$ cat src/hw/rtl/lfu_pkg.sv
// Shared types and constants for the LFU cache table.
package lfu_pkg;

  // Fixed field widths
  localparam int unsigned DATA_W  = 32;
  localparam int unsigned CAP_W   = 5;
  localparam int unsigned PADDR_W = 3;

  // Register map: the register index is the word address bit
  localparam logic REG_CAPACITY = 1'b0;

  // Capacity after reset
  localparam logic [CAP_W-1:0] CAP_RESET = 5'd16;

  // Opcodes
  localparam logic OP_GET = 1'b0;
  localparam logic OP_PUT = 1'b1;

  // Fixed data values
  localparam logic [DATA_W-1:0] COUNT_MAX  = '1;
  localparam logic [DATA_W-1:0] MISS_VALUE = '1;
  localparam logic [DATA_W-1:0] PUT_VALUE  = '0;

  // Sequencer states
  typedef enum logic [2:0] {
    ST_IDLE,
    ST_SCAN,
    ST_DECIDE,
    ST_PROMOTE,
    ST_DONE
  } seq_state_e;

  // Results of the shared compare unit
  typedef struct packed {
    logic match;   // stored key equals the item's key
    logic better;  // entry beats the current victim candidate
    logic aged;    // entry rank lies below the promotion limit
  } cmp_res_t;

endpackage

$ cat src/hw/rtl/lfu_cmp.sv
// Shared compare unit: key match, victim order and rank ageing test.
module lfu_cmp #(
  parameter int unsigned RANK_W = 5
) (
  input  logic [lfu_pkg::DATA_W-1:0] ent_key_i,
  input  logic [lfu_pkg::DATA_W-1:0] ref_key_i,
  input  logic [lfu_pkg::DATA_W-1:0] ent_cnt_i,
  input  logic [RANK_W-1:0]          ent_rank_i,
  input  logic                       best_set_i,
  input  logic [lfu_pkg::DATA_W-1:0] best_cnt_i,
  input  logic [RANK_W-1:0]          best_rank_i,
  input  logic [RANK_W-1:0]          limit_i,
  output lfu_pkg::cmp_res_t          res_o
);
  import lfu_pkg::*;

  // Lower count wins, older entry among equal counts
  always_comb begin
    res_o.match  = (ent_key_i == ref_key_i);
    res_o.better = !best_set_i || (ent_cnt_i < best_cnt_i) ||
                   ((ent_cnt_i == best_cnt_i) && (ent_rank_i > best_rank_i));
    res_o.aged   = (ent_rank_i < limit_i);
  end

endmodule

$ cat src/hw/rtl/lfu_mem.sv
// Entry memory: key, value, use count and recency rank per slot.
module lfu_mem #(
  parameter int unsigned DEPTH  = 16,
  parameter int unsigned IDX_W  = 4,
  parameter int unsigned RANK_W = 5
) (
  input  logic                       clk_i,
  input  logic                       re_i,
  input  logic [IDX_W-1:0]           raddr_i,
  input  logic                       we_i,
  input  logic [IDX_W-1:0]           waddr_i,
  input  logic [lfu_pkg::DATA_W-1:0] wkey_i,
  input  logic [lfu_pkg::DATA_W-1:0] wval_i,
  input  logic [lfu_pkg::DATA_W-1:0] wcnt_i,
  input  logic [RANK_W-1:0]          wrank_i,
  output logic [lfu_pkg::DATA_W-1:0] rkey_o,
  output logic [lfu_pkg::DATA_W-1:0] rval_o,
  output logic [lfu_pkg::DATA_W-1:0] rcnt_o,
  output logic [RANK_W-1:0]          rrank_o
);
  import lfu_pkg::*;

  logic [DATA_W-1:0] key_mem  [DEPTH];
  logic [DATA_W-1:0] val_mem  [DEPTH];
  logic [DATA_W-1:0] cnt_mem  [DEPTH];
  logic [RANK_W-1:0] rank_mem [DEPTH];

  // Write one entry
  always_ff @(posedge clk_i) begin
    if (we_i) begin
      key_mem[waddr_i]  <= wkey_i;
      val_mem[waddr_i]  <= wval_i;
      cnt_mem[waddr_i]  <= wcnt_i;
      rank_mem[waddr_i] <= wrank_i;
    end
  end

  // Registered read of one entry
  always_ff @(posedge clk_i) begin
    if (re_i) begin
      rkey_o  <= key_mem[raddr_i];
      rval_o  <= val_mem[raddr_i];
      rcnt_o  <= cnt_mem[raddr_i];
      rrank_o <= rank_mem[raddr_i];
    end
  end

endmodule

$ cat src/hw/rtl/lfu_seq.sv
// Sequencer: scan pass, replacement decision and promotion pass over the entries.
module lfu_seq #(
  parameter int unsigned DEPTH = 16
) (
  input  logic                       clk_i,
  input  logic                       rst_ni,
  input  logic [lfu_pkg::CAP_W-1:0]  capacity_i,
  input  logic                       in_valid_i,
  output logic                       in_ready_o,
  input  logic                       opcode_i,
  input  logic [lfu_pkg::DATA_W-1:0] key_i,
  input  logic [lfu_pkg::DATA_W-1:0] value_i,
  output logic                       out_valid_o,
  input  logic                       out_ready_i,
  output logic                       hit_o,
  output logic [lfu_pkg::DATA_W-1:0] read_value_o
);
  import lfu_pkg::*;

  localparam int unsigned IDX_W  = (DEPTH > 1) ? $clog2(DEPTH) : 1;
  localparam int unsigned CNT_W  = $clog2(DEPTH + 1);
  localparam int unsigned RANK_W = CNT_W;
  localparam logic [CNT_W-1:0] LAST = CNT_W'(DEPTH);

  seq_state_e state_q, state_d;

  // Sweep counter and read pipeline
  logic [CNT_W-1:0] cnt_q;
  logic             pend_q;
  logic [IDX_W-1:0] pidx_q;
  logic             last;

  // Item registers
  logic              op_q;
  logic [DATA_W-1:0] key_q, val_q;

  // Scan trackers
  logic              hit_q, free_set_q, vic_set_q;
  logic [IDX_W-1:0]  fidx_q, free_q, vic_q;
  logic [DATA_W-1:0] fval_q, vcnt_q;
  logic [RANK_W-1:0] frank_q, vrank_q;

  // Decision registers
  logic [IDX_W-1:0]  slot_q;
  logic [RANK_W-1:0] old_q;
  logic              ins_q;

  // Table state
  logic [DEPTH-1:0]  valid_q;
  logic [CNT_W-1:0]  occ_q;

  // Output register
  logic              out_valid_q, out_hit_q;
  logic [DATA_W-1:0] out_rd_q;

  // Memory ports
  logic              mem_re, mem_we;
  logic [DATA_W-1:0] rkey, rval, rcnt;
  logic [RANK_W-1:0] rrank;
  logic [DATA_W-1:0] wkey, wval, wcnt;
  logic [RANK_W-1:0] wrank;

  // Decision terms
  logic     room, do_touch, do_insert, do_evict, do_prom, accept, emit, is_slot, ent_vld;
  cmp_res_t cres;

  assign last    = (cnt_q == LAST);
  assign accept  = in_valid_i && in_ready_o;
  assign ent_vld = valid_q[pidx_q];
  assign is_slot = (pidx_q == slot_q);

  lfu_mem #(
    .DEPTH  (DEPTH),
    .IDX_W  (IDX_W),
    .RANK_W (RANK_W)
  ) u_mem (
    .clk_i   (clk_i),
    .re_i    (mem_re),
    .raddr_i (cnt_q[IDX_W-1:0]),
    .we_i    (mem_we),
    .waddr_i (pidx_q),
    .wkey_i  (wkey),
    .wval_i  (wval),
    .wcnt_i  (wcnt),
    .wrank_i (wrank),
    .rkey_o  (rkey),
    .rval_o  (rval),
    .rcnt_o  (rcnt),
    .rrank_o (rrank)
  );

  lfu_cmp #(
    .RANK_W (RANK_W)
  ) u_cmp (
    .ent_key_i   (rkey),
    .ref_key_i   (key_q),
    .ent_cnt_i   (rcnt),
    .ent_rank_i  (rrank),
    .best_set_i  (vic_set_q),
    .best_cnt_i  (vcnt_q),
    .best_rank_i (vrank_q),
    .limit_i     (old_q),
    .res_o       (cres)
  );

  // Replacement decision from the scan results
  always_comb begin
    room      = (32'(occ_q) < 32'(capacity_i)) && (occ_q < LAST);
    do_touch  = hit_q;
    do_insert = !hit_q && (op_q == OP_PUT) && (capacity_i != '0) && room;
    do_evict  = !hit_q && (op_q == OP_PUT) && (capacity_i != '0) && !room && vic_set_q;
    do_prom   = do_touch || do_insert || do_evict;
  end

  // Next state
  always_comb begin
    state_d = state_q;
    unique case (state_q)
      ST_IDLE:    if (in_valid_i) state_d = ST_SCAN;
      ST_SCAN:    if (last) state_d = ST_DECIDE;
      ST_DECIDE:  state_d = do_prom ? ST_PROMOTE : ST_DONE;
      ST_PROMOTE: if (last) state_d = ST_DONE;
      ST_DONE:    if (!out_valid_q || out_ready_i) state_d = ST_IDLE;
      default:    state_d = ST_IDLE;
    endcase
  end

  // State outputs
  always_comb begin
    in_ready_o = 1'b0;
    mem_re     = 1'b0;
    mem_we     = 1'b0;
    emit       = 1'b0;
    unique case (state_q)
      ST_IDLE:    in_ready_o = 1'b1;
      ST_SCAN:    mem_re = !last;
      ST_DECIDE:  ;
      ST_PROMOTE: begin
        mem_re = !last;
        mem_we = pend_q;
      end
      ST_DONE:    emit = !out_valid_q || out_ready_i;
      default:    ;
    endcase
  end

  // Write-back data: the chosen slot takes the item and rank zero, entries ranked below its old rank age by one
  always_comb begin
    wkey  = (is_slot && ins_q) ? key_q : rkey;
    wval  = (is_slot && (op_q == OP_PUT)) ? val_q : rval;
    wcnt  = rcnt;
    wrank = rrank;
    if (is_slot) begin
      wrank = '0;
      if (ins_q) begin
        wcnt = DATA_W'(1);
      end else if (rcnt != COUNT_MAX) begin
        wcnt = rcnt + DATA_W'(1);
      end
    end else if (ent_vld && cres.aged) begin
      wrank = rrank + RANK_W'(1);
    end
  end

  // Control state
  always_ff @(posedge clk_i or negedge rst_ni) begin
    if (!rst_ni) begin
      state_q     <= ST_IDLE;
      cnt_q       <= '0;
      pend_q      <= 1'b0;
      hit_q       <= 1'b0;
      free_set_q  <= 1'b0;
      vic_set_q   <= 1'b0;
      ins_q       <= 1'b0;
      valid_q     <= '0;
      occ_q       <= '0;
      out_valid_q <= 1'b0;
    end else begin
      state_q <= state_d;
      pend_q  <= mem_re;
      // hold the sweep counter at its end, restart it for each pass
      if (accept || (state_q == ST_DECIDE)) begin
        cnt_q <= '0;
      end else if (mem_re) begin
        cnt_q <= cnt_q + CNT_W'(1);
      end
      if (accept) begin
        hit_q      <= 1'b0;
        free_set_q <= 1'b0;
        vic_set_q  <= 1'b0;
      end else if ((state_q == ST_SCAN) && pend_q) begin
        if (ent_vld && cres.match && !hit_q) hit_q <= 1'b1;
        if (!ent_vld) free_set_q <= 1'b1;
        if (ent_vld && cres.better) vic_set_q <= 1'b1;
      end
      if (state_q == ST_DECIDE) begin
        ins_q <= do_insert || do_evict;
        if (do_insert) begin
          valid_q[free_q] <= 1'b1;
          occ_q           <= occ_q + CNT_W'(1);
        end
      end
      // drop the result once taken, load the next one
      if (emit) begin
        out_valid_q <= 1'b1;
      end else if (out_ready_i) begin
        out_valid_q <= 1'b0;
      end
    end
  end

  // Payload registers
  always_ff @(posedge clk_i) begin
    pidx_q <= cnt_q[IDX_W-1:0];
    if (accept) begin
      op_q  <= opcode_i;
      key_q <= key_i;
      val_q <= value_i;
    end
    if ((state_q == ST_SCAN) && pend_q) begin
      if (ent_vld && cres.match && !hit_q) begin
        fidx_q  <= pidx_q;
        fval_q  <= rval;
        frank_q <= rrank;
      end
      if (!ent_vld && !free_set_q) free_q <= pidx_q;
      if (ent_vld && cres.better) begin
        vic_q   <= pidx_q;
        vcnt_q  <= rcnt;
        vrank_q <= rrank;
      end
    end
    if (state_q == ST_DECIDE) begin
      if (do_touch) begin
        slot_q <= fidx_q;
        old_q  <= frank_q;
      end else if (do_insert) begin
        slot_q <= free_q;
        old_q  <= occ_q + CNT_W'(1);
      end else begin
        slot_q <= vic_q;
        old_q  <= vrank_q;
      end
    end
    if (emit) begin
      out_hit_q <= hit_q;
      if (op_q == OP_PUT) begin
        out_rd_q <= PUT_VALUE;
      end else begin
        out_rd_q <= hit_q ? fval_q : MISS_VALUE;
      end
    end
  end

  assign out_valid_o  = out_valid_q;
  assign hit_o        = out_hit_q;
  assign read_value_o = out_rd_q;

endmodule

$ cat src/hw/rtl/lfu_cache_table.sv
// Top level of the LFU cache table: register port and item sequencer.
//
//  channel | signals                                   | direction
//  --------+-------------------------------------------+----------
//  in      | in_valid_i, in_ready_o, opcode_i, key_i,  | in
//          | value_i                                   |
//  out     | out_valid_o, out_ready_i, hit_o,          | out
//          | read_value_o                              |
//  cfg     | psel, penable, pwrite, paddr, pwdata,     | in / out
//          | prdata, pready                            |
//
// An item whose result updates an entry takes two sweeps through the entry
// memory, a scan pass and a promotion pass; a get miss or a put that stores
// nothing takes the scan pass only. Each sweep reads one entry per cycle on
// the memory's single read port. One item is in work at a time.
// Reset clears the valid bits and occupancy at once, with no clearing pass;
// capacity resets to 16. A stalled result holds in the output register while
// the next item is already accepted.
module lfu_cache_table #(
  parameter int unsigned DEPTH = 16
) (
  input  logic                        clk_i,
  input  logic                        rst_ni,
  input  logic                        in_valid_i,
  output logic                        in_ready_o,
  input  logic                        opcode_i,
  input  logic signed [31:0]          key_i,
  input  logic signed [31:0]          value_i,
  output logic                        out_valid_o,
  input  logic                        out_ready_i,
  output logic                        hit_o,
  output logic signed [31:0]          read_value_o,
  input  logic                        psel,
  input  logic                        penable,
  input  logic                        pwrite,
  input  logic [lfu_pkg::PADDR_W-1:0] paddr,
  input  logic [31:0]                 pwdata,
  output logic [31:0]                 prdata,
  output logic                        pready
);
  import lfu_pkg::*;

  logic [CAP_W-1:0]  cap_q;
  logic [DATA_W-1:0] rd_value;
  logic              reg_sel;

  assign reg_sel = (paddr[PADDR_W-1] == REG_CAPACITY);
  assign pready  = 1'b1;

  // Capacity register write
  always_ff @(posedge clk_i or negedge rst_ni) begin
    if (!rst_ni) begin
      cap_q <= CAP_RESET;
    end else if (psel && penable && pwrite && reg_sel) begin
      cap_q <= pwdata[CAP_W-1:0];
    end
  end

  // Register read-back
  always_comb begin
    prdata = '0;
    if (reg_sel) prdata = {{(32-CAP_W){1'b0}}, cap_q};
  end

  lfu_seq #(
    .DEPTH (DEPTH)
  ) u_seq (
    .clk_i        (clk_i),
    .rst_ni       (rst_ni),
    .capacity_i   (cap_q),
    .in_valid_i   (in_valid_i),
    .in_ready_o   (in_ready_o),
    .opcode_i     (opcode_i),
    .key_i        (key_i),
    .value_i      (value_i),
    .out_valid_o  (out_valid_o),
    .out_ready_i  (out_ready_i),
    .hit_o        (hit_o),
    .read_value_o (rd_value)
  );

  assign read_value_o = rd_value;

endmodule
$ cat config.mk
export PLATFORM = sky130hd
export DESIGN_NAME = lfu_cache_table
export DESIGN_NICKNAME = d
export VERILOG_FILES = /design/src/hw/rtl/lfu_pkg.sv /design/src/hw/rtl/lfu_cmp.sv /design/src/hw/rtl/lfu_mem.sv /design/src/hw/rtl/lfu_seq.sv /design/src/hw/rtl/lfu_cache_table.sv
export SDC_FILE = /design/constraint.sdc
export NUM_CORES = 2
export LEC_CHECK = 0
export BUFFER_PORTS_ARGS = -buffer_cell sky130_fd_sc_hd__clkbuf_2
export CELL_PAD_IN_SITES_DETAIL_PLACEMENT = 1
export CELL_PAD_IN_SITES_GLOBAL_PLACEMENT = 2
export CORE_MARGIN = 2
export CORE_UTILIZATION = 30
export DETAILED_ROUTE_END_ITERATION = 10
export PLACE_DENSITY = 0.51
export SYNTH_ARGS = -nofsm -noshare
export SYNTH_HDL_FRONTEND = slang
export SYNTH_SLANG_ARGS = --single-unit
$ cat constraint.sdc
create_clock -name clk_i -period 9.8 [get_ports clk_i]
set_input_delay 0.98 -clock clk_i [delete_from_list [all_inputs] [get_ports clk_i]]
set_output_delay 0.98 -clock clk_i [all_outputs]
set_load 0.01 [all_outputs]
==> results by group <==
Clocking
  • Bufs on Longest Clock Path: 3
  • Post-CTS Resized: 0
  • Total number of H-tree levels: 4
  • CTS tree: done
  • Cts hold-fix bufs: 0
  • Root Buffer: clkbuf_16
  • CTS sink cnt: around 2000
  • Worst skew pair latency: about 850 ps
  • Post-CTS Setup Bufs: 0
  • TritonCTS buffer count: between 200 and 250
  • Reg clk slew, reported paths: ~60 ps

Outcome
  • Outcome: completed

Finish
  • Non-Filler Instances: slightly above 7000
  • Share of cells above drive strength 1: 0.278
  • FILL cells: 24300
  • Syn-to-layout area delta: 15.0%
  • Commonest non-fill, non-tap cells in the layout: edfxtp_1, mux4_2, clkbuf_16
  • Fin nets: 3771
  • Commonest non-fill, non-tap cell in the layout: edfxtp_1

Synthesis
  • Synth top area share: 0.760
  • Post-synth cell types: 69
  • Cells after Synth: 3373
  • #FFs+latches synth: a little under 2000
  • Post-synth ARST share: 0.0205
  • Primary FF master, synth: edfxtp_1
  • Cell Area, Synth: between 70000 and 80000 um^2
  • Sequential-to-total area share from yosys stat: 0.774
  • Synth top area cells: edfxtp_1, mux4_2, dfrtp_1
  • Number of synthesized flops with an enable pin: approximately 1900
  • Synthesis warning total: 0
  • Cell taking the most area after synthesis: edfxtp_1
  • Mapped Avg Cell Area: ~22 um^2

Worst setup path
  • CP Capture Type: flop
  • Largest fanout on the critical path: between 100 and 150
  • Crit path kind: reg -> reg
  • Reg2reg path depth: 5
  • RR Startpoint: u_seq.cnt_q[1]$_DFFE_PN0P_
  • R2R Path End: u_seq.u_mem.rkey_o[24]$_DFFE_PP_
  • Reg-to-reg setup timing slack: around 5200 ps
  • Critical Path Start: u_seq.cnt_q[1]$_DFFE_PN0P_
  • Crit path DAT: 5150 ps
  • Critical path endpoint: u_seq.u_mem.rkey_o[24]$_DFFE_PP_
  • WP data required: between 10000 and 15000 ps
  • CP startpoint kind: flop

Placement
  • PortBufs: 117
  • DP HPWL: around 90 mm
  • Post-Place Cells: between 6000 and 7000
  • Placer congestion estimate: about 0.67

STA
  • Slew HR: 0.170
  • Setup Skew: ~39 ps
  • Fin. max-slew vios: 0
  • Fin crit share: 0.466
  • Endpoints failing hold: 0
  • Fin Setup TNS: 0 ps
  • Final setup vio count: 0
  • Min Tclk post-route: about 4600 ps
  • Slew @ Worst Pin: approximately 1200 ps
  • RSZ-0062 raised after global routing: false
  • Fmax: about 220 MHz

Floorplan
  • I/O pin total: around 180
  • Initial Utilization: 0.301
  • Die span in x: ~510 um
  • Rows: 184
  • Die height: 506 um
  • Core box area: between 200000 and 300000 um^2
  • Die footprint: approximately 260000 um^2

Route
  • Routed via count: roughly 35000
  • # DRC: 0
  • Final ANT Viol Nets: 0
  • Vias per inst: 4.84
  • 1st-iter DRT viols: between 2000 and 3000
  • DRT Pass-1 Iters: 5
  • DRT Wirelength: between 150 and 200 mm
  • DR WL/cell: 27.7 um

Global route
  • GR Util All Layers: 0.154
  • GRT met1 Usage: 0.216
  • Grt met3 use: 0.0226
  • Initial antenna violation count: 5
  • Grt ovf: 0
  • Met2 Usage GRT: 0.254
  • Number of global-route vias before repair: ~38000
  • Largest net degree at the start of global routing: ~130
  • First-pass GRT wire length: between 200 and 300 mm
  • Global route hottest layer: met2

Job
  • Max cap viols: 0

Pwr
  • Leak: between 20 and 30 nW
  • Total Power: about 0.025 W
  • Pwr dens: roughly 280 nW/um^2
  • Peak supply drop: about 0.00024 V

Min path
  • HP Class: in -> async
==> cell usage after synthesis (38+ instances only) <==
| cell type | n |
|---|---|
| edfxtp_1 | 1910 |
| mux4_2 | 507 |
| nand2_1 | 136 |
| inv_1 | 91 |
| clkbuf_1 | 75 |
| nor2_1 | 72 |
| a21oi_1 | 54 |
| xor2_1 | 54 |
| ha_1 | 50 |
| buf_2 | 44 |
| buf_4 | 42 |
| dfrtp_1 | 39 |
| mux2_2 | 38 |
==> worst min path at each step <==
stage	startpoint	to	cells past startpoint	slack, ps
after detailed placement	u_seq.u_mem.rval_o[0]$_DFFE_PP_	u_seq.fval_q[0]$_DFFE_PP_	0	430
final	rst_ni	u_seq.occ_q[0]$_DFFE_PN0P_	2	220
after CTS	rst_ni	u_seq.occ_q[3]$_DFFE_PN0P_	2	170
after floorplan	u_seq.cnt_q[3]$_DFFE_PN0P_	u_seq.pidx_q[3]$_DFF_P_	0	340
after global placement	u_seq.u_mem.rval_o[12]$_DFFE_PP_	u_seq.fval_q[12]$_DFFE_PP_	0	430
after global routing	rst_ni	u_seq.occ_q[0]$_DFFE_PN0P_	2	230
==> layout make-up <==
class	instances	area, um^2	share of cell area
Antenna cell	2	5.00	0.0000577
Clock buffer	277	5600	0.0645
Clock inverter	102	885	0.0102
Inverter	91	344	0.00396
Multi-Input combinational cell	1175	16000	0.185
Sequential cell	1954	58500	0.673
Tap cell	3348	4190	0.0483
Timing Repair Buffer	181	1300	0.0150
==> state kept, by name (all words and copies together) (netlist names), 5 cells and up <==
name,count
u_seq.u_mem.cnt_mem,512
u_seq.valid_q,16
u_seq.u_mem.rval_o,32
cap_q,5
u_seq.key_q,32
u_seq.u_mem.rcnt_o,32
u_seq.cnt_q,5
u_seq.read_value_o,32
u_seq.vcnt_q,32
u_seq.val_q,32
u_seq.occ_q,5
u_seq.vrank_q,5
u_seq.u_mem.rrank_o,5
u_seq.fval_q,32
u_seq.u_mem.key_mem,512
u_seq.u_mem.rank_mem,80
u_seq.old_q,5
u_seq.frank_q,5
u_seq.u_mem.val_mem,512
u_seq.u_mem.rkey_o,32
==> power breakdown <==
| part | total (W) | internal (W) | switching [W] |
|---|---|---|---|
| sequential | 0.0115 | 0.0110 | 0.000531 |
| combinational | 0.00558 | 0.00235 | 0.00323 |
| clock | 0.00760 | 0.00434 | 0.00327 |
| total | 0.0247 | 0.0177 | 0.00702 |
==> critical path: stages (launching register included) <==
cell,delay (ps)
dfrtp_4,900
buf_12,610
buf_4,840
buf_12,520
mux4_2,420
mux4_2,490
==> routing by layer <==
layer,part of all wire,wire length [um],vias to the layer above
li1,-,-,14500
met1,0.46,90300,19100
met2,0.49,96700,703
met3,0.037,7250,214
met4,0.016,3180,0
met5,0,0,-
==> stage by stage <==
stage / utilization / hold slack [ps] / setup WS, ps / cell area, um^2
after floorplan: - / 342 / 1060 / 75600
after global placement: 0.320 / 427 / 5040 / 80300
after detailed placement: 0.320 / 429 / 5060 / 80300
after CTS: 0.346 / 175 / 5060 / 86800
after global routing: 0.346 / 226 / 4860 / 86800
final: 0.346 / 224 / 5240 / 86800
==> logic make-up after synthesis <==
| kind of cell | synth area share |
|---|---|
| other | 0.0000995 |
| XOR/XNOR | 0.00882 |
| buffers and inverters | 0.0170 |
| multiplexers | 0.159 |
| flip-flops | 0.774 |
| AO/OA/AOI/OAI | 0.0106 |
| AND/OR/NAND/NOR | 0.0222 |
| adder cells (fa/ha/maj) | 0.00829 |
Power figures use the tool's default switching activity.
